==> config.mk <==
export PLATFORM = sky130hd
export DESIGN_NAME = dcs_mul
export DESIGN_NICKNAME = d
export VERILOG_FILES = /design/src/sv/dcs_mul.sv
export SDC_FILE = /design/constraint.sdc
export NUM_CORES = 1
export LEC_CHECK = 0
export BUFFER_PORTS_ARGS = -buffer_cell sky130_fd_sc_hd__buf_2
export CAP_MARGIN = 20
export CELL_PAD_IN_SITES_DETAIL_PLACEMENT = 1
export CELL_PAD_IN_SITES_GLOBAL_PLACEMENT = 1
export CORE_MARGIN = 3
export CORE_UTILIZATION = 29
export CTS_CLUSTER_DIAMETER = 50
export CTS_CLUSTER_SIZE = 28
export DETAILED_ROUTE_END_ITERATION = 16
export GPL_TIMING_DRIVEN = 1
export MAX_ROUTING_LAYER = met4
export PLACE_DENSITY_LB_ADDON = 0.05
export SYNTH_ARGS = -nofsm -noshare
export SYNTH_HDL_FRONTEND = slang
export SYNTH_SLANG_ARGS = --single-unit
==> constraint.sdc <==
create_clock -name i_clk -period 7 [get_ports i_clk]
set_input_delay 0.7 -clock i_clk [delete_from_list [all_inputs] [get_ports i_clk]]
set_output_delay 0.7 -clock i_clk [all_outputs]
set_load 0.02 [all_outputs]
==> src/sv/dcs_mul.sv <==
// ----------------------------------------------------------------------------
// dcs_mul
// unsigned shift-add multiplier, one multiplier bit per cycle
// ----------------------------------------------------------------------------
module dcs_mul #(
    parameter int AW = 35,
    parameter int BW = 33
) (
    input  logic             i_clk,
    input  logic             i_rst_n,
    input  logic             i_start,
    input  logic [AW-1:0]    i_a,
    input  logic [BW-1:0]    i_b,
    output logic             o_done,
    output logic [AW+BW-1:0] o_p
);
    localparam int CW = $clog2(BW + 1);

    logic [AW-1:0]    r_a;
    logic [AW+BW-1:0] r_p;
    logic [AW+BW-1:0] n_p;
    logic [AW:0]      sum;
    logic [CW-1:0]    r_cnt;
    logic             r_busy;
    logic             r_done;

    // add the multiplicand into the high half, then shift one place right
    always_comb begin
        sum = {1'b0, r_p[AW+BW-1:BW]} + (r_p[0] ? {1'b0, r_a} : '0);
        n_p = {sum, r_p[BW-1:1]};
    end

    always_ff @(posedge i_clk) begin
        if (!i_rst_n) begin
            r_busy <= 1'b0;
            r_done <= 1'b0;
            r_cnt  <= '0;
        end else begin
            r_done <= 1'b0;
            if (i_start) begin
                r_a    <= i_a;
                r_p    <= {{AW{1'b0}}, i_b};
                r_cnt  <= '0;
                r_busy <= 1'b1;
            end else if (r_busy) begin
                r_p   <= n_p;
                r_cnt <= r_cnt + 1'b1;
                if (r_cnt == CW'(BW - 1)) begin
                    r_busy <= 1'b0;
                    r_done <= 1'b1;
                end
            end
        end
    end

    assign o_done = r_done;
    assign o_p    = r_p;
endmodule

### After elaboration in Yosys (flattened, before gate mapping)

Index checks and enable logic that the tools add are counted.

| cells by class | value |
|---|---|
| reductions and logical operators | 5 |
| bitwise logic cells | 2 |
| $add $sub $neg | 2 |
| equality and inequality tests | 1 |
| mux-type cells | 7 |

Operators by type and width:

| kind | count |
|---|---|
| 68-bit two-way mux | 1 |
| 35-bit by 35-bit adder with 36-bit output | 1 |
| 35-bit two-way mux | 1 |
| 33-bit two-way mux | 1 |
| 6-bit by 1-bit adder with 6-bit output, second input constant | 1 |
| 6-bit equality test, second input constant | 1 |
| 1-bit two-way mux | 4 |
| 2-bit AND reduction | 2 |
| 3-bit OR reduction | 1 |
| 1-bit inverter | 2 |
| 2-bit nonzero test | 1 |
| 2-bit OR reduction | 1 |

| word-level totals | value |
|---|---|
| register bits after elaboration | 111 |

### Logic depth before layout (Yosys ltp)

| logic depth | value |
|---|---|
| depth in word-level cells | 4 |
| gate-level depth with buffers | 11 |

### Worst setup path after synthesis

Ideal clock, no wire load.

| timing path | value |
|---|---|
| path type | register to register |
| start point | register r_p[0] (netlist: o_p[0]) |
| end point | register r_p[60] (netlist: o_p[60]), data pin |
| buffers on the path | 1 |
| library setup time | 262 ps |
| data required time | 6738 ps |
| period minus slack after synthesis | 3352 ps |
| stages on the path, launching flop included | 12 |
| path slack | 3648 ps |
| arrival | 3090 ps |
| cells stage by stage | edfxtp_1 > clkbuf_1 > and2_1 > ha_1 > fa_1 > a211o_1 > a211o_1 > a21oi_2 > nand2_1 > a21o_1 > a311oi_2 > mux2_1 |

| between the ends | value |
|---|---|
| longest elaborated chain between the ends | 3 |

RTL lines:

| element | RTL line | text |
|---|---|---|
| from (decl) | 20 | `logic [AW+BW-1:0] r_p;` |
| from (signal assigned) | 42 | `r_p <= {{AW{1'b0}}, i_b};` |
| from (signal assigned) | 46 | `r_p <= n_p;` |
| 35-bit two-way mux | 29 | `sum = {1'b0, r_p[AW+BW-1:BW]} + (r_p[0] ? {1'b0, r_a} : '0);` |
| 35-bit by 35-bit adder with 36-bit output | 29 |  |
| 68-bit two-way mux | 45 | `end else if (r_busy) begin` |

Every way passes these cells. The select of a mux whose other input is x is not followed.
A chain may end at the register's enable or synchronous reset.

### Final worst setup path

Ends and elaborated chain as after synthesis.

==> flow_metrics.tcl <==
set metrics [dict create \
    timing.fmax_mhz 281 \
    synth_nets 647 \
    clock_latency_ns 0.36 \
    slew_viol_final 0 \
    die_h_um 153 \
    finalHoldViolCount 0 \
    syn2layout_area_growth_pct 20.5 \
    synth.distinct_cells 63 \
    port_buffers 139 \
    drt_pass1_iterations 4 \
    period_needed_ns 3.56 \
    synth.most_common_cell "edfxtp_1" \
    cts_max_path_buffers 2 \
    worst_setup_path_start_kind "register" \
    worst_pin_slew_ns 0.936 \
    synth_compound_area_share_pct 13.7 \
    cts.sinks 111 \
    die_x_um 153 \
    synth_top_area_share_pct 49.6 \
    critPathKind "register to register" \
    relSlewSlack_pct 37.6 \
    ios 140 \
    skew_ns 0.0105 \
    wl_per_cell_um 17.8 \
    cp_slowest_cell "fa_1" \
    fill_cells 2359 \
    grt_antenna_before_repair 2 \
    htreeDepth 3 \
    cp_common_cell "a211o_1" \
    drcViolationCount 0 \
    via_per_inst 4.89 \
    cp-end-kind "register" \
    cts.repair.resized 0 \
    hold_buffers 0 \
    gp_congestion 0.772 \
    rows 53 \
    dpl.cell_count 935 \
    postCtsSetupBuffers 0 \
    fin_setup_tns_ns 0 \
    yosys-top-cells-area "edfxtp_1 50%, ha_1 7.4%, mux2_2 6.7%" \
    cts_tree "done" \
    fin_cells 953 \
    yosys.area_share.adder_pct 7.74 \
    cp.required_ns 7.11 \
    root_buffer "clkbuf_16" \
    power_w 0.00174 \
    grt_usage_pct 14.9 \
    synth_async_sr_flop_share_pct 0 \
    core_area_um2 21100 \
    min_period_over_period_pct 50.8 \
    synth-simple-area-share_pct 13.5 \
    wl_um 16900 \
    ant_nets 0 \
    grt_pass1_vias 5113 \
    grt-ovfl-total 0 \
    yosysTopAreaCell "edfxtp_1" \
    critPathMaxStageDelay_ns 0.44 \
    holdWs_ns 0.505 \
    numCtsBuffers 9 \
    drive_gt1_share_pct 30.6 \
    crit_fanout 36 \
    setup_violations 0 \
    nets 780 \
    dpl.hpwl_um 12200 \
    drt_iter0_drc 167 \
    path_cells "buf_4, and2_1, ha_1, fa_1, a211o_1, a211o_1, a21oi_2, nand2_1, a21o_1, a311oi_2, mux2_1" \
    avgSynthCellArea_um2 11.6 \
    ys_ff_latch 111 \
    synth_seq_area_share_pct 52.2 \
    synthFlopType "edfxtp_1" \
    fin_util_pct 35.6 \
    yosys_warnings 0 \
    grt_pass1_wl_um 27200 \
    synth_cells 538 \
    max_cap_viol_count 0 \
    grt_max_degree 65 \
    outcome "complete, no violations" \
    clkTransAtPathRegs_ns 0.08 \
    p_per_area_nw_per_um2 231 \
    synth_common_cells "103 x edfxtp_1, 49 x nor2_1, 37 x and2_1, 37 x ha_1, 37 x mux2_2" \
    hp-class "primary input to register" \
    irDropWorstVdd_v 0.0000960 \
    cellLeakagePower_nw 3.03 \
    synth_top_family_by_area "compound AO/OA/AOI/OAI gates" \
    synth_mux_area_share_pct 7.38 \
    crit_arrival_ns 3.67 \
    die_area_um2 23300 \
    dr_total_vias 4664 \
    synth_area_um2 6240 \
    rsz0062_at_grt "no" \
    synth_xor_xnor_area_share_pct 3.51 \
    initial_core_util_pct 29.6 \
    synth_edf_count 103 \
]
-- sequential cells by signal (all words and copies together), names as in the netlist --
signal  flops
o_p        68
r_cnt       6
r_a        35
r_busy      1
o_done      1
-- where the power goes --
part	internal [W]	switching, W
logic	0.000159	0.000243
clock network	0.000251	0.000274
registers	0.000787	0.0000236
total	0.00120	0.000540
-- through the flow --
stage	setup slack [ns]	area, µm²
2_1_floorplan	3.65	6240
3_3_place_gp	3.54	7220
3_5_place_dp	3.43	7220
4_1_cts	3.40	7510
5_1_grt	3.26	7520
6_report	3.44	7520
-- critical path, delay by kind of cell (launching register included) --
| family | cells | cell delay, ns |
|---|---|---|
| AOI/OAI and AO/OA | 5 | 1.41 |
| DFF | 1 | 0.36 |
| muxes | 1 | 0.35 |
| and+or+nand+nor | 2 | 0.26 |
| adders and majority gates | 2 | 0.65 |
| buffers and inverters | 1 | 0.26 |
-- worst paths after layout --
| check | start | endpoint | slack, ns | cells past startpoint |
|---|---|---|---|---|
| worst min register to register | r_cnt[5] | r_cnt[5] | 0.51 | 2 |
| worst max register to register | o_p[0] | o_p[60] | 3.44 | 11 |
| worst max-delay path | o_p[0] | o_p[60] | 3.44 | 11 |
| worst min-delay path | i_a[6] | r_a[6] | 0.51 | 1 |
-- routing by layer --
layer	vias to the layer above	wire length, µm	global-route usage (%)
met3	11	830	3.78
met4	0	174	3.56
met2	103	7990	23.7
li1	2280	-	-
met1	2270	7930	19.2
met5	-	0	-
-- cell usage in the layout, fill, tap and decap left out, drive strengths merged, types with 4 or more instances in the layout --
cell,count
a211o,5
a211oi,11
a21o,9
a21oi,31
a31oi,6
and2,37
buf,143
clkbuf,9
dfxtp,8
edfxtp,103
ha,37
inv,15
mux2,40
nand2,28
nand2b,4
nand4,8
nor2,49
nor2b,13
nor3,7
o21a,4
o21ai,29
o21bai,6
or2,4
xnor2,14
xor2,11
-- logic make-up after synthesis --
kind of cell / count (synthesis)
compound gates: 126
xor+xnor: 25
fa+ha+maj: 38
buf+inv: 32
flops: 111
mux: 41
simple gates: 165
-- cell type report --
type / instances / area [µm²] / area share, %
tap: 275 / 344 / 4.58
multi-input combinational: 395 / 2860 / 38.0
inverter: 11 / 41.3 / 0.549
timing repair buffer: 143 / 726 / 9.66
sequential: 111 / 3250 / 43.3
clock inverter: 7 / 62.6 / 0.832
antenna: 2 / 5.00 / 0.0666
clock buffer: 9 / 225 / 3.00
No activity file was read; power rests on OpenSTA's default activity.
