<file path="src/sv/dcs_sqrt.sv">
// ----------------------------------------------------------------------------
// dcs_sqrt
// restoring integer square root, one root bit per cycle
// ----------------------------------------------------------------------------
module dcs_sqrt #(
    parameter int RW = 68
) (
    input  logic            i_clk,
    input  logic            i_rst_n,
    input  logic            i_start,
    input  logic [RW-1:0]   i_rad,
    output logic            o_done,
    output logic [RW/2-1:0] o_root
);
    localparam int HW = RW / 2;
    localparam int CW = $clog2(HW + 1);

    logic [RW-1:0] r_rad;
    logic [HW:0]   r_rem;
    logic [HW-1:0] r_root;
    logic [HW+2:0] shifted;
    logic [HW+2:0] trial;
    logic          fits;
    logic [CW-1:0] r_cnt;
    logic          r_busy;
    logic          r_done;

    // bring down two radicand bits, try root*4+1
    always_comb begin
        shifted = {r_rem, r_rad[RW-1:RW-2]};
        trial   = {1'b0, r_root, 2'b01};
        fits    = shifted >= trial;
    end

    always_ff @(posedge i_clk) begin
        if (!i_rst_n) begin
            r_busy <= 1'b0;
            r_done <= 1'b0;
            r_cnt  <= '0;
        end else begin
            r_done <= 1'b0;
            if (i_start) begin
                r_rad  <= i_rad;
                r_rem  <= '0;
                r_root <= '0;
                r_cnt  <= '0;
                r_busy <= 1'b1;
            end else if (r_busy) begin
                r_rad  <= {r_rad[RW-3:0], 2'b00};
                r_rem  <= fits ? (HW+1)'(shifted - trial) : shifted[HW:0];
                r_root <= {r_root[HW-2:0], fits};
                r_cnt  <= r_cnt + 1'b1;
                if (r_cnt == CW'(HW - 1)) begin
                    r_busy <= 1'b0;
                    r_done <= 1'b1;
                end
            end
        end
    end

    assign o_done = r_done;
    assign o_root = r_root;
endmodule

</file>
<file path="config.mk">
export PLATFORM = sky130hd
export DESIGN_NAME = dcs_sqrt
export DESIGN_NICKNAME = d
export VERILOG_FILES = /design/src/sv/dcs_sqrt.sv
export SDC_FILE = /design/constraint.sdc
export NUM_CORES = 1
export LEC_CHECK = 0
export BUFFER_PORTS_ARGS = -buffer_cell sky130_fd_sc_hd__buf_2
export CAP_MARGIN = 15
export CORE_ASPECT_RATIO = 1.25
export CORE_UTILIZATION = 30
export CTS_CLUSTER_DIAMETER = 120
export DETAILED_ROUTE_END_ITERATION = 10
export GPL_TIMING_DRIVEN = 0
export PLACE_DENSITY = 0.51
export SYNTH_ARGS = -nofsm -noshare
export SYNTH_HDL_FRONTEND = slang
export SYNTH_SLANG_ARGS = --single-unit
</file>
<file path="constraint.sdc">
create_clock -name i_clk -period 6.37 [get_ports i_clk]
set_clock_uncertainty 0.1 [all_clocks]
set_input_delay 0.3185 -clock i_clk [delete_from_list [all_inputs] [get_ports i_clk]]
set_output_delay 0.3185 -clock i_clk [all_outputs]
set_load 0.1 [all_outputs]
</file>
# ---- Word-level counts from Yosys, hierarchy flattened
# Index checks and enable logic that the tools add are counted.
dict set report word_totals {
  ff_bits 145
  wordCells 25
}
dict set report classes {
  add_sub_neg 2
  magnitude_cmp 1
  n_eq_ne 1
  mux 9
  bitwise_logic 2
  reduce_logical 4
}
# cell n
set op_table {}
lappend op_table {{68-bit 2-to-1 mux} 2}
lappend op_table {{35-bit 2-to-1 mux} 2}
lappend op_table {{37-bit by 36-bit greater-or-equal comparator with 1-bit output} 1}
lappend op_table {{35-bit subtractor} 1}
lappend op_table {{34-bit 2-to-1 mux} 1}
lappend op_table {{6-bit by 1-bit adder with 6-bit output (second input constant)} 1}
lappend op_table {{6-bit equality test (second input constant)} 1}
lappend op_table {{1-bit 2-to-1 mux} 4}
lappend op_table {{3-bit OR reduction} 1}
lappend op_table {{1-bit NOT} 2}
lappend op_table {{2-bit AND reduction} 1}
lappend op_table {{2-bit nonzero test} 1}
lappend op_table {{2-bit OR reduction} 1}

# ---- Depth between registers and ports, before layout
dict set report depth {
  word_depth 4
  mapped_depth 14
  depth_no_buf 11
}

# ---- Worst setup path after synthesis
# Ideal clock, no wire load.
dict set report synth_path {
  kind {input to register}
  from {input port i_start}
  to {register r_root[0], in the netlist o_root[0], enable pin}
  setup_ns 0.509
  arrival_time_ns 3.707
  path_slack_ns 2.054
  path_stages 2
  cell_sequence {clkbuf_1 o21a_1}
}
dict set report synth_between {
  elab_chain_cells 2
}
# item line
set synth_lines {}
lappend synth_lines {{start, declared} 10} ;# input logic i_start,
lappend synth_lines {{2-bit nonzero test (no line)} -}
lappend synth_lines {{2-bit AND reduction (no line)} -}
lappend synth_lines {{end signal, assigned} 51} ;# r_root <= {r_root[HW-2:0], fits};
lappend synth_lines {{end, declared} 20} ;# logic [HW-1:0] r_root;
# No other way between the ends.
# A chain may end at the register's enable or synchronous reset.

# ---- Worst setup path in the final report
dict set report layout_path {
  from {register r_rem[24]}
  to {register r_rem[27], data pin}
}
dict set report layout_between {
  elab_chain_cells 3
}
# item line
set layout_lines {}
lappend layout_lines {{start, declared} 19} ;# logic [HW:0] r_rem;
lappend layout_lines {{start signal, assigned} 50} ;# r_rem <= fits ? (HW+1)'(shifted - trial) : shifted[HW:0];
lappend layout_lines {{35-bit subtractor / 37-bit by 36-bit greater-or-equal comparator with 1-bit output (equally long branches)} {50, 32}}
lappend layout_lines {{35-bit 2-to-1 mux *} 50}
lappend layout_lines {{35-bit 2-to-1 mux *} 48} ;# end else if (r_busy) begin
# Mark *: on every way between the ends. The rest lies on a longest branch, timed or not. The select of a mux whose other input is x is not followed.

==> run summary <==
status - complete, no violations
# port buffers - 104
Post-synth EDFFs - 137
most common cell after layout, fill and taps aside - edfxtp_1
vias in the first global route - 5,737
# DRC - 0
Synth async-reset ratio - 0%
top cell type's share of synthesized area - 51.07%
1st-iter DRT viols - 216
detailed-route via count - 5,450
antenna-violating nets left - 0
LEAKAGE - 3.839 nW
iteration count of the initial detailed-routing pass - 4
CTS tree - yes
top_reg_cell synth - edfxtp_1
Startpoint Class - flip-flop
Final Hold Viols - 0
Final WS setup - 3.223 ns
gr usage total - 14.23%
pwr/cell area - 301.2 nW/µm²
library cells used by synthesis - 60
post-cts sizing count - 0
Synth Area in XOR/XNOR - 4.132%
FF+latch count, synth - 145
dpl ws - 3.194 ns
largest family of logic cells by synthesized area - multiplexers
Internal Dissipation - 0.002027 W
setup violators final - 0
Clock Sinks - 145
Die Span Y - 185.2 µm
Logic pwr share - 23.9%
worst vdd ir - 0.1951 mV
Post-Syn Area - 8055 µm²
GRT overflow - 0
CTS buffer count - 17
Synth area leaders - edfxtp_1, mux2_2, ha_1
CP required - 6.42 ns
synthesized netlist net count - 782
post-CTS setup buffer count - 0
CTS H-Tree Depth - 4
CP endpoint kind - flip-flop
worst hold path class - in -> reg
Via density - 4.723
FILL cells - 2,633
WL/cell - 16.12 µm
mux share of post-synthesis cell area - 12.33%
Relative slew margins - 33.46%
post-synthesis compound-gate area fraction - 10.52%
adder-cell share of the synthesized area - 5.902%
Seq pwr share - 40.0%
fin nets - 907
P_sw - 0.0008861 W
Core Area - 26,180 µm²
clock transition at the registers of the reported paths - 0.07 ns
Clock Power Share - 36.1%
Worst Max-Slew Pin Slew - 0.9981 ns
dpl hpwl - 13,490 µm
most frequent cells in the layout - edfxtp_1, buf_2, nor2_1
pin count of the biggest net entering global routing - 55
largest area contributor in the netlist - edfxtp_1
initial antenna violation count - 6
first-pass GRT wire length - 30,050 µm
DRT Wirelength - 18,600 µm
final non-filler cell total - 1,154
Sw Share - 30.42%
WS Path Type - reg -> reg
Synth Instances - 673
Clk Tree Root Cell - clkbuf_16
fraction of layout cells with a size suffix above 1 - 30.25%
pins over their slew limit - 0
Hold WS - 0.08876 ns
Worst EP arrival - 3.19 ns
MaxCap Viol Count - 0
Cells after DPL - 1,119
Post-Synth Simple-Gate Area - 9.801%
Fmax achieved - 317.8 MHz
Layout area overhead - 20.05%
syn_area_per_cell - 11.97 µm²
Starting Density - 30.77%
fin crit period - 3.147 ns
Max FO, Critical Path - 10
Die ar. - 27,510 µm²
Post-CTS Hold Buffers - 0
CTS max path bufs - 2
crit share post-route - 49.40%
Clock Latency Late Sink - 0.42 ns
die width - 148.6 µm
final RePlAce weighted congestion - 0.8038
IO Count - 106
number of synthesis warnings - 0
sequential fraction of the synthesis area - 53.06%
Setup TNS - 0 ns
RSZ-0062 raised after global routing - no
row cnt - 66
## per-layer routing
layer  vias up  track usage [%]  part of all wire [%]
li1       2715                -                     -
met1      2588            16.34                    43
met2       124            24.21                    49
met3        19            5.394                   7.7
met4         4            4.536                   1.1
met5         -                0                 0.097
## critical path: stages, from the launching register on
cell and delay [ns]:
edfxtp_1 0.42, ha_1 0.29, clkbuf_1 0.27, nand4_1 0.20, nor2_1 0.27, nand4_1 0.13
nor4_1 0.23, nor4_1 0.10, a21bo_1 0.20, buf_6 0.16, buf_12 0.16, mux2i_1 0.26
nor2_1 0.07
## per-stage QoR
| stage | util, % | total power (W) | cell area (µm²) |
|---|---|---|---|
| 2_1_floorplan | - | 0.001735 | 8055 |
| 3_3_place_gp | 34.38 | 0.001891 | 9001 |
| 3_5_place_dp | 34.60 | 0.001888 | 9056 |
| 4_1_cts | 36.90 | 0.002956 | 9661 |
| 5_1_grt | 36.92 | 0.003055 | 9666 |
| 6_report | 36.94 | 0.002913 | 9671 |
## cell type report
cell class / count / area, µm² / area share (%)
Antenna cell: 4 / 10.01 / 0.1035
Timing Repair Buffer: 106 / 568.0 / 5.874
Multi-Input combinational cell: 455 / 3446 / 35.63
Clock buffer: 17 / 425.4 / 4.399
Inverter: 45 / 168.9 / 1.747
Tap cell: 340 / 425.4 / 4.399
Sequential cell: 145 / 4274 / 44.20
Clock inverter: 14 / 178.9 / 1.850
Buffer: 28 / 173.9 / 1.798
## power by group through the flow
| stage | Sequential, W | Combinational [W] | Clock, W |
|---|---|---|---|
| CTS | 0.00117 | 0.000705 | 0.00108 |
| detailed placement | 0.00119 | 0.000701 | 0 |
| finish | 0.00117 | 0.000696 | 0.00105 |
| global route | 0.00117 | 0.000769 | 0.00111 |
| floorplan | 0.00128 | 0.000459 | 0 |
| global placement | 0.00120 | 0.000694 | 0 |
## worst paths after layout
kind | from | slack (ns) | end | cells past startpoint
max reg2reg | r_rem[24] | 3.22 | r_rem[27] | 12
min reg2reg | r_cnt[5] | 0.40 | r_cnt[5] | 2
min | i_rad[1] | 0.09 | r_rad[1] | 2
max | r_rem[24] | 3.22 | r_rem[27] | 12
## logic make-up after synthesis
logic type / count (synthesis)
AND/OR/NAND/NOR: 172
flip-flops: 145
AO/OA/AOI/OAI: 116
multiplexers: 91
buffers and inverters: 73
XOR/XNOR: 38
adder cells (fa/ha/maj): 38
## cells in the mapped netlist, drive strengths merged (2+ instances only)
cell type,number
edfxtp,137
and2,4
o21a,3
nor2b,2
a311oi,2
o221ai,2
mux2i,25
o21bai,6
nor2,99
nor4,3
a31oi,5
mux2,66
dfxtp,8
o21ai,23
a21boi,2
inv,45
nand3,3
buf,10
xor2,11
a21oi,35
ha,38
nor3,8
nand2,30
clkbuf,18
a211oi,13
xnor2,27
and3,4
o211ai,3
nand4,13
a21o,10
and4,2
## state kept, by name, summed over array words and instances, names as in the netlist
register / cells
r_rad: 68
r_rem: 35
o_root: 34
r_cnt: 6
o_done: 1
r_busy: 1
No activity file was read; power rests on OpenSTA's default activity.
