===== src/sv/dcs_ram.sv =====
// ----------------------------------------------------------------------------
// dcs_ram
// generic simple dual port ram, registered read
// ----------------------------------------------------------------------------
module dcs_ram #(
    parameter int WIDTH = 8,
    parameter int DEPTH = 16,
    parameter int AW    = (DEPTH > 1) ? $clog2(DEPTH) : 1
) (
    input  logic             i_clk,
    input  logic             i_we,
    input  logic [AW-1:0]    i_waddr,
    input  logic [WIDTH-1:0] i_wdata,
    input  logic [AW-1:0]    i_raddr,
    output logic [WIDTH-1:0] o_rdata
);
    logic [WIDTH-1:0] r_mem [DEPTH];
    logic [WIDTH-1:0] r_rdata;

    always_ff @(posedge i_clk) begin
        if (i_we) begin
            r_mem[i_waddr] <= i_wdata;
        end
        r_rdata <= r_mem[i_raddr];
    end

    assign o_rdata = r_rdata;
endmodule


===== config.mk =====
export PLATFORM = sky130hd
export DESIGN_NAME = dcs_ram
export DESIGN_NICKNAME = d
export VERILOG_FILES = /design/src/sv/dcs_ram.sv
export SDC_FILE = /design/constraint.sdc
export NUM_CORES = 1
export LEC_CHECK = 0
export BUFFER_PORTS_ARGS = -buffer_cell sky130_fd_sc_hd__buf_2
export CAP_MARGIN = 25
export CORE_MARGIN = 10
export CORE_UTILIZATION = 65
export DETAILED_ROUTE_END_ITERATION = 7
export PLACE_DENSITY_LB_ADDON = 0.15
export RECOVER_POWER = 100
export SLEW_MARGIN = 20
export SYNTH_ARGS = -nofsm -noshare
export SYNTH_HDL_FRONTEND = slang
export SYNTH_SLANG_ARGS = --single-unit
export TNS_END_PERCENT = 50

===== constraint.sdc =====
create_clock -name i_clk -period 4.4 [get_ports i_clk]
set_input_delay 0.44 -clock i_clk [delete_from_list [all_inputs] [get_ports i_clk]]
set_output_delay 0.44 -clock i_clk [all_outputs]
set_load 0.1 [all_outputs]

# Word-level counts from Yosys, hierarchy flattened
# Memory sizes are Yosys's and may differ from the RTL's. A register that Yosys moved wholly into a read port is not among the register bits.
# Cells that the tools add are included.
word_totals:
  ff_bits: 0
  out_inout_bits: 8
  mem_count: 1
  word_cells: 3
  ramBits: 128
memory_table:
  columns: ["name", "depth", "width", "read_ports", "rd_ports_with_merged_regs", "wr", "line_no", "text"]
  rows:
  - ["r_mem", 16, 8, 1, 1, 1, "17", "logic [WIDTH-1:0] r_mem [DEPTH];"]
classes:
  muxes: 2
op_table:
  columns: ["operator", "count"]
  rows:
  - ["$mux 1", 2]

# Longest topological paths before layout
# Gate-level depths: netlist (run 1).
depth:
  depth_word: 2
  depth_mapped: 5

# Worst setup path before layout (run 1)
# No wires, ideal clock.
synth_timing:
  path_type: "input to register"
  start: "in i_waddr[2]"
  end: "mem r_mem[0][0] (enable)"
  slack_ps: 2467
  path_buffers: 0
  arrival_ps: 1550
  path_stages: 2
  setup_ps: 383
  required_time_ps: 4017
  cell_sequence: "or3b_2 -> nor3_1"
synth_rtl:
  columns: ["item", "line_no", "text"]
  rows:
  - ["start, declared", "12", "input logic [AW-1:0] i_waddr,"]
  - ["end, declared", "17", null]
# No word-level cell before the write port.

==> out/results.tsv, run 1 <==
stage	metric	value	unit
global_routing	grt_pass1_wl	15.1	mm
sta	timing.final.crit_share	0.514	
logic_synthesis	synth_top_cell_area_share	0.747	
die	die_x	109	um
cts	clock_latency	520	ps
cts	cts_made_buffers	17	
cts	cts_tree	built	
route	wl	9.94	mm
final_layout	area_growth	14.6	%
die	core	0.00773	mm^2
final_layout	layout_common_cells	128 x edfxtp_1, 26 x clkbuf_1, 18 x mux4_2, 16 x a22oi_1, 16 x clkbuf_16	
logic_synthesis	synth_largest_area_cell	edfxtp_1	
setup_path	crit_cells	5	
job	drv.max_cap_violation_count	0	
setup_path	start_kind	input pin	
hold_path	holdPathStages	1	
cts	ctsResizeCount	0	
cts	clk_pin_slew	60	ps
power	swShare	0.220	
logic_synthesis	yosys.area_share.simple	0.0318	
logic_synthesis	ys_top_cells_by_area	edfxtp_1 75%, mux4_2 7.9%, mux4_1 7.1%, dfxtp_1 3.1%, a22oi_1 2.3%	
final_layout	multi_input_area	0.00106	mm^2
logic_synthesis	ys_warn_count	0	
logic_synthesis	synthesis.nets	247	
placement	port_buffers	25	
logic_synthesis	synth-compound-area-share	0.0233	
setup_path	critPathRequiredTime	4790	ps
cts	clkSinkCount	136	
power	switching_power	0.657	mW
setup_path	worstPathArrival	2650	ps
logic_synthesis	synth-adder-area-share	0	
setup_path	critPathKind	in -> reg	
route	first_iter_violations	197	
placement	place_congestion	0.785	
setup_path	worst-path-buf-inv	2	
final_layout	nFillCells	410	
logic_synthesis	netlist_instances	229	
final_layout	n_antenna_cell	0	
cts	hold_buffers	0	
cts	postCtsSetupBuffers	0	
setup_path	cp_cell_sequence	clkbuf_1, buf_16, mux4_1, a22oi_1, nand2_1	
logic_synthesis	synth-xor-area-share	0	
global_routing	antenna_found_initial	0	
power	cell_internal_pwr	2.33	mW
setup_path	crit_family	buffers and inverters	
die	start_util	0.666	
die	dieArea	0.0119	mm^2
sta	clock.fmax	442	MHz
final_layout	nNetsFinal	285	
die	dieHeight	109	um
power	power_frac_seq	0.489	
route	post_drt_wl_per_cell	26.0	um
setup_path	critPathMaxFanout	17	
global_routing	grt_max_degree	33	
setup_path	slowest_stage	clkbuf_1	
sta	finClkSkew	7.37	ps
sta	hold_viol_final	0	
sta	setup-violations-final	0	
route	vias_per_cell	6.37	
logic_synthesis	seq_area_frac_synth	0.778	
global_routing	grt_pass1_vias	2541	
sta	fin_crit	2260	ps
setup_path	endpoint_kind	flop	
route	firstDrtPassIters	5	
global_routing	grt_usage	0.182	
die	std_cell_rows	32	
cts	root_buffer	clkbuf_8	
logic_synthesis	avgSynthCellArea	22.5	um^2
final_layout	layout.cells.non_filler	382	
sta	worst_pin_slew	1390	ps
logic_synthesis	synth_area	0.00515	mm^2
route	vias	2435	
power	power_density	507	mW/mm^2
route	drc	0	
final_layout	final_common_cell	edfxtp_1	
route	postRouteAntennaNets	0	
power	p_clk_frac	0.449	
final_layout	layout.area.seq	0.00400	mm^2
logic_synthesis	muxShareOfSynthArea	0.150	
logic_synthesis	synthDistinctLibCells	19	
power	ir_drop	0.431	mV
run_status	status	finished, final reports clean	
logic_synthesis	synth_top_family_by_area	multiplexers	
sta	slew_headroom	0.0753	
power	p_leak	1.91	nW
die	io_pins	26	
cts	h-tree-depth	4	
sta	rsz0062_at_grt	false	
setup_path	max_stage_delay	990	ps
cts	clockBufferDepth	2	
placement	place_hpwl	5.89	mm
final_layout	drive_above_1_share	0.193	
setup_path	rr_worst_depth	3	
placement	dp.cells	349	
logic_synthesis	ys_ff_latch	136	
global_routing	grt-ovfl-total	0	
power	share_comb_of_total_power	0.062	
sta	finalMaxSlewViolations	0	
sta	tns	0	ps
hold_path	min_path_type	in -> reg	
## layout make-up
type,count,share of cell area
timing repair buffer,29,0.0233
clock inverter,11,0.0210
clock buffer,21,0.0761
sequential,136,0.679
tap,102,0.0216
multi-input combinational,83,0.179
## final timing paths
check | start | endpoint | slack [ps]
max | i_raddr[0] | o_rdata[2] | 2140
min | i_wdata[2] | r_mem[14][2] | 450
max reg2reg | r_mem[1][5] | o_rdata[5] | 2970
min reg2reg | r_mem[4][2] | o_rdata[2] | 670
## power by group through the flow
stage	Clock, mW	Sequential [mW]	Combinational [mW]
2_1_floorplan	0	1.54	0.0735
3_3_place_gp	0	1.48	0.184
3_5_place_dp	0	1.49	0.188
4_1_cts	1.36	1.46	0.189
5_1_grt	1.42	1.46	0.198
6_report	1.34	1.46	0.186
## metal layers
layer	GRT usage	share of wire
met5	0	0
met4	0.0593	0.011
met3	0.0649	0.097
met2	0.271	0.48
met1	0.248	0.42
## cell usage after synthesis (all sizes together)
library cell and n:
or3b 1, edfxtp 128, buf 7, mux4 32, a22oi 16, nor3 4, nor2b 1, nand2b 2
nand3 1, nand2 9, and2b 1, dfxtp 8, and2 1, nor2 13, clkdlybuf4s25 3, nand3b 2
## metrics by stage
step / total power [mW] / area (um^2) / hold slack, ps / setup slack [ps] / util
CTS: 3.00 / 5910 / 290 / 2500 / 0.765
global route: 3.08 / 5900 / 456 / 1950 / 0.763
global placement: 1.67 / 5340 / 648 / 1930 / 0.691
detailed placement: 1.67 / 5340 / 669 / 1940 / 0.691
floorplan: 1.62 / 5150 / 539 / 2470 / -
finish: 2.99 / 5900 / 450 / 2140 / 0.763
## registers in the layout, indices dropped and copies added, names as in the netlist
register	cells
o_rdata	8
r_mem	128
## worst register-to-register path: stages, from the launching register on
cell and delay, ps:
edfxtp_1 380, mux4_1 530, a22oi_1 300, nand2_1 110
## cells by family (layout without fill, tap and decap cells)
group | after synthesis | after routing
flops | 136 | 136
simple gates | 35 | 35
compound gates | 16 | 16
buf+inv | 10 | 61
mux | 32 | 32
Power figures use the tool's default switching activity.
==> run 2: changes to the inputs <==
--- a/config.mk
+++ b/config.mk
@@ -8,7 +8,7 @@
 export BUFFER_PORTS_ARGS = -buffer_cell sky130_fd_sc_hd__buf_2
 export CAP_MARGIN = 25
 export CORE_MARGIN = 10
-export CORE_UTILIZATION = 65
+export CORE_UTILIZATION = 60
 export DETAILED_ROUTE_END_ITERATION = 7
 export PLACE_DENSITY_LB_ADDON = 0.15
 export RECOVER_POWER = 100
==> constraint.sdc (replaced) <==
create_clock -name i_clk -period 2.12 [get_ports i_clk]
set_input_delay 0.212 -clock i_clk [delete_from_list [all_inputs] [get_ports i_clk]]
set_output_delay 0.212 -clock i_clk [all_outputs]
set_load 0.1 [all_outputs]
==> run 2 against run 1 <==
  * Cell count is 5.0% higher
  * Clock skew is 0.98 ps lower
  * Sequential share of layout area is 1.2 points lower
  * Via count is 1.6% higher
  * Worst setup slack worse by 1600 ps
  * Critical path depth is 4 lower
  * Count of clock-buffer cells in the layout is 2 lower
  * Core utilization is 3.9 points lower
  * Clock power is 110% higher
  * Critical path type is now reg -> out
==> out/results.tsv, run 2 (synthesis gave the netlist of run 1 again) <==
stage	metric	value	unit	change
placement	dp.cells	369		+5.7%
die	io_pins	26		unchanged
final_layout	final_common_cell	edfxtp_1		
setup_path	endpoint_kind	primary output		
final_layout	nNetsFinal	301		+5.6%
cts	postCtsSetupBuffers	0		unchanged
power	p_leak	1.99	nW	+4.0%
hold_path	min_path_type	in -> reg		
setup_path	max_stage_delay	490	ps	-500 ps
route	wl	9.79	mm	-1.6%
sta	tns	0	ps	unchanged
global_routing	grt-ovfl-total	0		unchanged
setup_path	critPathKind	reg -> out		
setup_path	worstPathArrival	1370	ps	-1280 ps
final_layout	largest_reg_flops	128		unchanged
route	drc	0		unchanged
cts	clkSinkCount	136		unchanged
final_layout	drive_above_1_share	0.223		+0.0301
route	vias	2475		+1.6%
sta	fin_crit	1590	ps	
route	firstDrtPassIters	7		+2
sta	finClkSkew	6.40	ps	-0.976 ps
die	start_util	0.620		-0.0459
run_status	status	finished, final reports clean		
setup_path	critPathRequiredTime	1910	ps	-2880 ps
global_routing	antenna_found_initial	0		unchanged
setup_path	cp_cell_sequence	clkbuf_2		
route	post_drt_wl_per_cell	24.4	um	-6.2%
power	ir_drop	0.596	mV	+38%
cts	clk_pin_slew	60	ps	about the same
sta	timing.final.crit_share	0.748		
final_layout	largest_register	r_mem		
global_routing	grt_max_degree	33		unchanged
final_layout	area_growth	16.7	%	
die	std_cell_rows	33		+3.1%
sta	finalMaxSlewViolations	0		unchanged
die	die_x	113	um	+3.3%
sta	slew_headroom	0.526		+0.450
cts	hold_buffers	0		unchanged
sta	clock.fmax	631	MHz	
cts	cts_made_buffers	17		unchanged
sta	hold_viol_final	0		unchanged
setup_path	start_kind	flop		
setup_path	crit_family	buffers and inverters		
cts	root_buffer	clkbuf_8		
sta	setup-violations-final	0		unchanged
setup_path	worst-path-buf-inv	1		-1
die	dieHeight	113	um	+3.3%
cts	clockBufferDepth	2		unchanged
final_layout	layout_common_cells	128 x edfxtp_1, 30 x clkbuf_1, 18 x mux4_2, 16 x a22oi_1, 16 x clkbuf_16		
placement	place_congestion	0.709		-9.7%
global_routing	grt_pass1_vias	2586		+1.8%
job	drv.max_cap_violation_count	0		unchanged
route	postRouteAntennaNets	0		unchanged
global_routing	grt_usage	0.163		-0.0188
sta	hold-worst-slack	215	ps	-234 ps
die	dieArea	0.0127	mm^2	+6.8%
cts	h-tree-depth	4		unchanged
route	vias_per_cell	6.17		-3.2%
final_layout	layout.cells.non_filler	401		+5.0%
sta	rsz0062_at_grt	false		
cts	ctsResizeCount	0		unchanged
die	core	0.00830	mm^2	+7.4%
cts	cts_tree	built		
sta	worst_pin_slew	712	ps	-675 ps
placement	port_buffers	25		unchanged
setup_path	slowest_stage	clkbuf_2		
placement	place_hpwl	5.92	mm	+0.42%
final_layout	n_antenna_cell	0		unchanged
setup_path	critPathMaxFanout	1		-16
power	power_density	1050	mW/mm^2	+110%
route	first_iter_violations	149		-24%
global_routing	grt_pass1_wl	15.3	mm	+1.2%
cts	clock_latency	510	ps	about the same
-- run 2: cell types whose count changed in the layout (fill, tap and decap cells not counted), sizes merged --
| cell | before | now |
|---|---|---|
| clkinvlp | 6 | 3 |
| bufinv | 2 | 3 |
| clkbuf | 45 | 55 |
| clkinv | 3 | 4 |
| inv | 0 | 3 |
| buf | 5 | 9 |
-- run 2: path summary, 6_finish.rpt --
check | slack, ps | end | startpoint | cells after the start
setup / recovery | 530 | o_rdata[3] | o_rdata[3] | 1
setup reg to reg | 700 | o_rdata[4] | r_mem[9][4] | 3
hold reg to reg | 660 | o_rdata[2] | r_mem[14][2] | 3
hold / removal | 220 | r_mem[4][5] | i_wdata[5] | 1
-- run 2: cell type report --
cell class | count | area [um^2]
well taps | 105 | 131
clock inverters | 13 | 170
repair buffers | 45 | 225
flip-flops and latches | 136 | 4000
multi-input cells | 83 | 1060
fillers | 490 | 2290
clock buffers | 19 | 422
-- run 2: power by group --
part	total, mW	switching [mW]	internal (mW)
registers	3.03	0.0219	3.01
clock network	2.88	1.07	1.80
logic	0.395	0.282	0.113
total	6.30	1.38	4.92
-- run 2: layer usage --
layer  part of all wire  global-route usage
met5                  0                   0
met4              0.014              0.0558
met3              0.080              0.0591
met2               0.49               0.248
met1               0.42               0.213
-- run 2: per-stage QoR --
step           cell area, um^2  utilization  power [mW]  worst slack, ps
6_report                  6010        0.724        6.30              535
5_1_grt                   6010        0.724        6.50              465
4_1_cts                   6080        0.733        6.36              544
3_5_place_dp              5490        0.662        3.49              396
3_3_place_gp              5490        0.662        3.48              411
2_1_floorplan             5150            -        3.36              415
