<file path="config.mk">
export PLATFORM = sky130hd
export DESIGN_NAME = dcs_div
export DESIGN_NICKNAME = d
export VERILOG_FILES = /design/src/sv/dcs_div.sv
export SDC_FILE = /design/constraint.sdc
export NUM_CORES = 1
export LEC_CHECK = 0
export ABC_CLOCK_PERIOD_IN_PS = 4560
export CAP_MARGIN = 20
export CELL_PAD_IN_SITES_DETAIL_PLACEMENT = 2
export CELL_PAD_IN_SITES_GLOBAL_PLACEMENT = 2
export CORE_MARGIN = 1
export CORE_UTILIZATION = 42
export DETAILED_ROUTE_END_ITERATION = 10
export DONT_BUFFER_PORTS = 1
export PLACE_DENSITY_LB_ADDON = 0.2
export SLEW_MARGIN = 15
export SYNTH_ARGS = -nofsm -noshare
export SYNTH_HDL_FRONTEND = slang
export SYNTH_SLANG_ARGS = --single-unit
</file>
<file path="constraint.sdc">
create_clock -name i_clk -period 4.56 [get_ports i_clk]
set_input_delay 0.684 -clock i_clk [delete_from_list [all_inputs] [get_ports i_clk]]
set_output_delay 0.684 -clock i_clk [all_outputs]
set_load 0.1 [all_outputs]
</file>
<file path="src/sv/dcs_div.sv">
// ----------------------------------------------------------------------------
// dcs_div
// unsigned restoring divider, one quotient bit per cycle
// ----------------------------------------------------------------------------
module dcs_div #(
    parameter int NW = 50,
    parameter int DW = 34
) (
    input  logic          i_clk,
    input  logic          i_rst_n,
    input  logic          i_start,
    input  logic [NW-1:0] i_num,
    input  logic [DW-1:0] i_den,
    output logic          o_done,
    output logic [NW-1:0] o_q
);
    localparam int CW = $clog2(NW + 1);

    logic [DW-1:0] r_den;
    logic [DW-1:0] r_rem;
    logic [NW-1:0] r_q;
    logic [DW:0]   shifted;
    logic [DW:0]   trial;
    logic          fits;
    logic [CW-1:0] r_cnt;
    logic          r_busy;
    logic          r_done;

    always_comb begin
        shifted = {r_rem, r_q[NW-1]};
        trial   = shifted - {1'b0, r_den};
        fits    = shifted >= {1'b0, r_den};
    end

    always_ff @(posedge i_clk) begin
        if (!i_rst_n) begin
            r_busy <= 1'b0;
            r_done <= 1'b0;
            r_cnt  <= '0;
        end else begin
            r_done <= 1'b0;
            if (i_start) begin
                r_den  <= i_den;
                r_rem  <= '0;
                r_q    <= i_num;
                r_cnt  <= '0;
                r_busy <= 1'b1;
            end else if (r_busy) begin
                r_rem <= fits ? trial[DW-1:0] : shifted[DW-1:0];
                r_q   <= {r_q[NW-2:0], fits};
                r_cnt <= r_cnt + 1'b1;
                if (r_cnt == CW'(NW - 1)) begin
                    r_busy <= 1'b0;
                    r_done <= 1'b1;
                end
            end
        end
    end

    assign o_done = r_done;
    assign o_q    = r_q;
endmodule

</file>
# Word level (Yosys, flattened, before mapping)
# Index checks and enable logic that the tools add are counted.
# W data, S select, Z words.
# op_classes
add_sub_neg	2
n_lt_le_gt_ge	1
eq_ne	1
mux	8
bitwise_logic	2
reduce_logical	5
# op_table
operator	n
$mux W50	2
$mux W34	2
$ge A35 B34 Y1	1
$sub A34 B34 Y34	1
$add A6 B1 Y6 const B	1
$eq A6 B6 Y1 const B	1
$mux W1	4
$reduce_and A2 Y1	2
$reduce_or A3 Y1	1
$not A1 Y1	2
$reduce_bool A2 Y1	1
$reduce_or A2 Y1	1
# totals
ff_bits	126
input_bits	87
out_inout_bits	51
elab_cells	25

# Longest topological paths before layout
# Gate-level depths: netlist (run 1).
# logic_depth
word_depth	4
mapped_depth	13
mapped_depth_nobuf	12

# Least setup slack after synthesis (run 1)
# No wires, ideal clock.
# synth_timing
kind	flip-flop to flip-flop
startpoint	reg r_q[49] (netlist: o_q[49])
endpoint	reg r_rem[30] (data pin)
setup_time_ns	0.267
arrival_time_ns	3.195
t_required_ns	4.293
path_slack_ns	1.098
stages_incl_launch_ff	12
path_buffers	0
synth_period_minus_slack_ns	3.462
cell_sequence	edfxtp_1 inv_1 ha_1 inv_1 fa_1 a21o_1 a221o_1 a221oi_2 o21ai_1 a2111oi_0 xor2_1 o22ai_1
# synth_between
elab_chain_len	3
word_cells_on_any_way	4
cone_classes	add/sub (1); order compare (1); mux (2)
# synth_rtl
item	line	text
start, declared	21	logic [NW-1:0] r_q;
start signal, assigned	45	r_q <= i_num;
start signal, assigned	50	r_q <= {r_q[NW-2:0], fits};
$sub A34 B34 Y34 or $ge A35 B34 Y1 (tied branches)	31, 32	
$mux W34 *	49	r_rem <= fits ? trial[DW-1:0] : shifted[DW-1:0];
$mux W34 *	48	end else if (r_busy) begin
end signal, assigned	49	
end, declared	20	logic [DW-1:0] r_rem;
# Mark *: on every way between the ends. The rest lies on a longest branch, timed or not. The select of a mux whose other input is x is not followed.
# A chain may end at the register's enable or synchronous reset.

# Final worst setup path (run 1)
# Same ends and word-level chain as after synthesis.

==> metrics.txt, run 1 <==
outcome completed; vias in the first global route 5603; Worst Tran Pin Value 1.003 ns; final wirelength 19960 um; hold_sp i_den[25]; Crit path depth 11; Slew Limit Fails 0; commonest non-fill, non-tap cell in the layout edfxtp_1; DRC 0; CP Data Required Time 4.71 ns; synth top area cells edfxtp_1 51%, mux2_2 7.9%, ha_1 6.5%; Horiz. Die Dim 130.8 um; core footprint 16060 um2; commonest cells after routing, fill and taps aside 118 x edfxtp_1, 56 x a21oi_1, 49 x mux2_2; htree depth 4; FF/Latch Area 3704 um2; Synth Register Bits 126; Mapped Cells 609; DRT antenna net count 0; clk sink count 126; Worst Path Arrival 3.62 ns; first-pass GRT wire length 30990 um; Post-Syn Area per Cell 11.43 um2; Final Power 3.694 mW; Highest Clock Rate 0.2881 GHz; post-CTS sizing 0; CTS Hold Bufs 0; Pre-Repair DR Iteration Count 4; Num CTS Buffers 17; clk_skew 0.01019 ns; gpl congestion 0.8067; Pleak 2.887 nW; CP startpoint o_q[49]$_DFFE_PP_; CTS tree built; Post-synth EDFFs 118; HP Class in -> reg; # fillers 1578; Yosys top cell by area edfxtp_1; CP endpoint kind flip-flop; crit-path leading delay family compound AO/OA/AOI/OAI gates; CP startpoint kind flip-flop; RR Startpoint o_q[49]$_DFFE_PP_; relative slew slack 0.3314; CP Buf/Inv Count 2; number of buffers inserted by port buffering 0; final hold viol count 0; RSZ-0062 raised after global routing false; fin crit period 3.471 ns; Final #Nets 734; Initial Util 0.4336; Critical Path Fanout Max 4; vias per cell 5.796; most frequent CP cell inv_1; Routed WL per cell 23.77 um; Synth Flop Type edfxtp_1; largest net degree at the start of global routing 84; post-synth cell types 56; Cell Rows 46; via count 4869; setup TNS 0 ns; power per cell area 474.5 nW/um2; Setup CP Type reg -> reg; Clock Pin Slew Worst Setup and Hold Paths 0.06 ns; Post-Syn Nets 733; Die Y 130.8 um; top cell type's share of synthesized area 0.5089; hold depth 0; final worst-path cycle share 0.7613; # Post-CTS Setup Buffers 0; worst-case clock buffer depth 2; I/O Pins 138; ys async rst share 0; die area 17100 um2; Seq/Total Area, Yosys 0.5319; CP max stage cell a2111oi_0; YS warnings 0; initial antenna violation count 1; crit-path cells inv_1 -> ha_1 -> inv_1 -> fa_1 -> a21o_1 -> a221o_1 -> a221oi_2 -> o21ai_1 -> a2111oi_0 -> xor2_1 -> o22ai_1; CP peak stage delay 0.59 ns; clock root buffer clkbuf_16; DP Wirelength 13770 um; GR Overflow Total 0; Skew-Pair Late Insertion Delay 0.42 ns; synthesized cell area 6963 um2; Area Growth Syn to Fin 11.81%; Max Cap Viol 0; footprint of the multi-input gates 2999 um2; layout cells sized above 1 0.1637; Peak VDD IR 0.3820 mV; Tot GR Track Use 0.2463; reg2reg path depth 11; final setup fails 0; Initial DRC Count 239
-- power breakdown --
group          switching [mW]  internal [mW]  total, mW
logic                   0.427          0.278      0.704
registers               0.251           1.38       1.64
clock network           0.584          0.770       1.35
total                    1.26           2.43       3.69
-- worst register-to-register path: stages, from the launching register on --
cell and delay, ns:
edfxtp_1 0.40, inv_1 0.09, ha_1 0.18, inv_1 0.07, fa_1 0.41, a21o_1 0.23
a221o_1 0.39, a221oi_2 0.33, o21ai_1 0.23, a2111oi_0 0.59, xor2_1 0.20, o22ai_1 0.09
-- registers in the layout, summed over array words and instances, names as in the netlist --
| name | flops |
|---|---|
| r_busy | 1 |
| o_q | 50 |
| r_den | 34 |
| o_done | 1 |
| r_cnt | 6 |
| r_rem | 34 |
-- stage by stage --
| step | hold WS, ns | instance area [um2] | utilization | setup WS [ns] | instances |
|---|---|---|---|---|---|
| 2_1_floorplan | 0.4585 | 6963 | - | 1.098 | 609 |
| 3_3_place_gp | 0.4726 | 7206 | 0.4487 | 1.319 | 807 |
| 3_5_place_dp | 0.5048 | 7206 | 0.4487 | 1.182 | 807 |
| 4_1_cts | 0.3393 | 7782 | 0.4847 | 1.090 | 839 |
| 5_1_grt | 0.3354 | 7785 | 0.4848 | 0.9321 | 840 |
| 6_report | 0.3535 | 7785 | 0.4848 | 1.089 | 840 |
-- cell usage after synthesis, types with 2 or more instances --
cell and n:
or3_1 4, nor3_1 13, dfxtp_1 8, nand4_1 12, a22o_1 2, and2_1 2, o21a_1 5, a31oi_1 2
nand2b_1 3, buf_1 6, and3_1 4, o211ai_1 4, nand3_1 28, xnor2_1 21, o21ba_2 2, a211oi_1 9
mux2_2 49, a2111oi_0 2, o21ai_0 38, a21o_1 13, edfxtp_1 118, ha_1 36, nor2_1 22, inv_1 46
nor2b_1 3, o22ai_1 5, o2111ai_1 2, a21oi_1 56, xor2_1 11, o21bai_1 7, o21ai_1 2, a21oi_2 2
clkbuf_1 16, a22oi_1 2, nand2_1 30, buf_2 4
-- final timing paths --
check | end | slack [ns]
hold / removal | r_den[25]$_DFFE_PP_ | 0.35
setup reg to reg | r_rem[30]$_SDFFCE_PP0P_ | 1.09
hold reg to reg | r_cnt[5]$_SDFFE_PP0P_ | 0.53
setup / recovery | r_rem[30]$_SDFFCE_PP0P_ | 1.09
-- layer usage --
metal | GRT usage | routed length [um]
met3 | 0.07085 | 1040
met5 | 0 | 0
met4 | 0.08316 | 334
met1 | 0.2786 | 8267
met2 | 0.4435 | 10320
-- area by class of cell --
type | count | area share
Inverter | 46 | 0.02218
Timing Repair Buffer | 8 | 0.007715
Antenna cell | 1 | 0.0003214
Tap cell | 216 | 0.03472
Clock buffer | 17 | 0.05464
Sequential cell | 126 | 0.4757
Clock inverter | 15 | 0.01945
Multi-Input combinational cell | 411 | 0.3852
-- cells by family after synthesis --
kind of cell,share of synthesized area
AOI/OAI and AO/OA,0.1495
xor gates and xnor gates,0.04025
adders and majority gates,0.06756
buffers and inverters,0.03953
DFF,0.5319
muxes,0.07925
and+or+nand+nor,0.09200
Power figures use the tool's default switching activity.
==> run 2, diff against run 1 <==
--- a/config.mk
+++ b/config.mk
@@ -5,12 +5,13 @@
 export SDC_FILE = /design/constraint.sdc
 export NUM_CORES = 1
 export LEC_CHECK = 0
-export ABC_CLOCK_PERIOD_IN_PS = 4560
+export ABC_AREA = 1
+export ABC_CLOCK_PERIOD_IN_PS = 3530
 export CAP_MARGIN = 20
 export CELL_PAD_IN_SITES_DETAIL_PLACEMENT = 2
 export CELL_PAD_IN_SITES_GLOBAL_PLACEMENT = 2
 export CORE_MARGIN = 1
-export CORE_UTILIZATION = 42
+export CORE_UTILIZATION = 37
 export DETAILED_ROUTE_END_ITERATION = 10
 export DONT_BUFFER_PORTS = 1
 export PLACE_DENSITY_LB_ADDON = 0.2
==> constraint.sdc (replaced) <==
create_clock -name i_clk -period 3.53 [get_ports i_clk]
set_input_delay 0.5295 -clock i_clk [delete_from_list [all_inputs] [get_ports i_clk]]
set_output_delay 0.5295 -clock i_clk [all_outputs]
set_load 0.1 [all_outputs]
==> metrics.txt, run 2 <==
fin worst setup slack 0.5779 ns (-0.5106 ns); commonest cells after routing, fill and taps aside 414 x nand2_1, 148 x inv_1, 118 x edfxtp_1; clk sink count 126 (unchanged); Horiz. Die Dim 148.2 um (+13%); setup TNS 0 ns (unchanged); Final #Nets 1154 (+57%); design area 8781 um2 (+13%); Slew Limit Fails 0 (unchanged); synthesized cell area 7906 um2 (+14%); GR Overflow Total 0 (unchanged); Critical Path Fanout Max 44 (+40); number of buffers inserted by port buffering 0 (unchanged); ys async rst share 0 (unchanged); Peak VDD IR 0.3770 mV (-1.3%); clock root buffer clkbuf_16; switch share 0.4049 (+0.06322); Mapped Cells 1027 (+69%); hold_ws 0.1846 ns (-0.1690 ns); worst-case clock buffer depth 2 (unchanged); vias in the first global route 7535 (+34%); first-pass GRT wire length 39630 um (+28%); htree depth 4 (unchanged); Area Growth Syn to Fin 11.06%; relative slew slack 0.3311 (about the same); Worst Path Arrival 3.14 ns (-0.48 ns); Pint 3.275 mW (+35%); Synth Register Bits 126 (unchanged); Pre-Repair DR Iteration Count 4 (unchanged); Initial Util 0.3773 (-0.05632); CP endpoint kind flip-flop; RSZ-0062 raised after global routing false; most common cell in the netlist nand2_1; Num CTS Buffers 17 (unchanged); final wirelength 24700 um (+24%); # Post-CTS Setup Buffers 0 (unchanged); DP Wirelength 18900 um (+37%); clock share of power 0.341 (-0.026); hold depth 0 (unchanged); hold_sp i_den[30]; CP startpoint kind flip-flop; Setup CP Type reg -> reg; Max Cap Viol 0 (unchanged); core footprint 20960 um2 (+30%); CP Data Required Time 3.72 ns (-0.99 ns); Cell Rows 53 (+15%); DRT antenna net count 0 (unchanged); commonest cells in the netlist 415 x nand2_1, 149 x inv_1, 118 x edfxtp_1, 111 x nor2_1, 36 x ha_1; layout cells sized above 1 0.06711 (-0.09661); RR Startpoint r_rem[14]$_SDFFCE_PP0P_; Routed WL per cell 18.74 um (-21%); Post-Syn Nets 1151 (+57%); via count 6614 (+36%); # fillers 2443 (+55%); Post-synth EDFFs 118 (unchanged); Seq/Total Area, Yosys 0.4684 (-0.06347); Initial DRC Count 249 (+4.2%); gpl congestion 0.8546 (+5.9%); Die Y 148.2 um (+13%); die area 21960 um2 (+28%); outcome completed; dpl ws 0.5550 ns (-0.6268 ns); CTS tree built; HP Class in -> reg; YS warnings 0 (unchanged); CTS Hold Bufs 0 (unchanged); R2R Path End r_rem[20]$_SDFFCE_PP0P_; post-synth cell types 35 (-38%); Yosys top cell by area edfxtp_1; antenna fix cells 0 (-1); final worst-path cycle share 0.8363 (+0.07501); Sw Pwr 2.229 mW (+77%); Highest Clock Rate 0.3387 GHz (+18%); clk_skew 0.01065 ns (+0.0004570 ns); FF/Latch Area 3704 um2 (unchanged); Post-Syn Area per Cell 7.698 um2 (-33%); fin crit period 2.952 ns (-0.5193 ns); Tot GR Track Use 0.2366 (-0.009772); max reg flops 50 (unchanged); final hold viol count 0 (unchanged); post-CTS sizing 0 (unchanged); Synth Flop Type edfxtp_1; sequential power share 0.412 (-0.031); vias per cell 5.018 (-13%); Worst Tran Pin Value 1.003 ns (+0.0004098 ns); largest net degree at the start of global routing 76 (-9.5%); final setup fails 0 (unchanged); Pleak 4.296 nW (+49%); Skew-Pair Late Insertion Delay 0.44 ns (+0.02 ns); power per cell area 626.8 nW/um2 (+32%); Clock Pin Slew Worst Setup and Hold Paths 0.07 ns (about the same); initial antenna violation count 0 (-1); top cell type's share of synthesized area 0.4482 (-0.06072); reg2reg path depth 10 (-1); I/O Pins 138 (unchanged); footprint of the multi-input gates 3501 um2 (+17%); R2R setup slack 0.58 ns (-0.51 ns); Area after DPL 8170 um2 (+13%); Final Power 5.504 mW (+49%); commonest non-fill, non-tap cell in the layout nand2_1; combinational share of power 0.247 (+0.056); synth top area cells edfxtp_1 45%, nand2_1 20%, inv_1 7.1%; DRC 0 (unchanged); Hold Path End r_den[30]$_DFFE_PP_
## run 2: worst max-delay path by stage
stage | startpoint | endpoint | slack (ns)
floorplan | i_start | o_q[0]$_DFFE_PP_ | 0.40
global placement | r_rem[14]$_SDFFCE_PP0P_ | r_rem[20]$_SDFFCE_PP0P_ | 0.65
detailed placement | r_rem[14]$_SDFFCE_PP0P_ | r_rem[20]$_SDFFCE_PP0P_ | 0.56
CTS | r_rem[14]$_SDFFCE_PP0P_ | r_rem[20]$_SDFFCE_PP0P_ | 0.54
global route | r_rem[14]$_SDFFCE_PP0P_ | r_rem[20]$_SDFFCE_PP0P_ | 0.48
finish | r_rem[14]$_SDFFCE_PP0P_ | r_rem[20]$_SDFFCE_PP0P_ | 0.58
## run 2: layout make-up
class,instances,share of cell area
Sequential cell,126,0.4218
Multi-Input combinational cell,725,0.3987
Inverter,155,0.06654
Clock buffer,17,0.04845
Tap cell,275,0.03918
Clock inverter,15,0.02109
Timing Repair Buffer,5,0.004275
## run 2: power by group through the flow
| stage | clock [mW] | sequential, mW | combinational [mW] |
|---|---|---|---|
| 3_3_place_gp | 0 | 2.29 | 1.29 |
| 2_1_floorplan | 0 | 2.28 | 1.01 |
| 5_1_grt | 1.97 | 2.28 | 1.54 |
| 3_5_place_dp | 0 | 2.30 | 1.36 |
| 6_report | 1.88 | 2.27 | 1.36 |
| 4_1_cts | 1.91 | 2.27 | 1.38 |
## run 2: cell families (layout without fill, tap and decap cells)
family,count (synthesis),after routing,synth area share
AOI/OAI and AO/OA,66,66,0.05128
DFF,126,126,0.4684
adders and majority gates,37,37,0.05950
xor gates and xnor gates,16,16,0.01773
and+or+nand+nor,606,606,0.3133
buffers and inverters,176,192,0.08973
## run 2: layer usage
metal,part of all wire,track usage,routed length [um],vias to the layer above
met4,0.029,0.09227,720,0
li1,-,-,-,3237
met2,0.50,0.4169,12290,144
met1,0.42,0.2727,10420,3191
met3,0.051,0.06196,1267,42
met5,0,0,0,-
## run 2: critical path: stages (launching register included)
cell and delay, ns:
edfxtp_1 0.40, ha_1 0.40, nand2_2 0.15, nor2_2 0.27
nand3_1 0.15, nor3_1 0.33, a21oi_2 0.20, nand2_8 0.32
inv_4 0.21, nor2_1 0.20, nor2_1 0.07
## run 2: stage by stage
step	util	cells
5_1_grt	0.4190	1318
3_3_place_gp	0.3899	1286
4_1_cts	0.4190	1318
3_5_place_dp	0.3899	1286
2_1_floorplan	-	1027
6_report	0.4190	1318
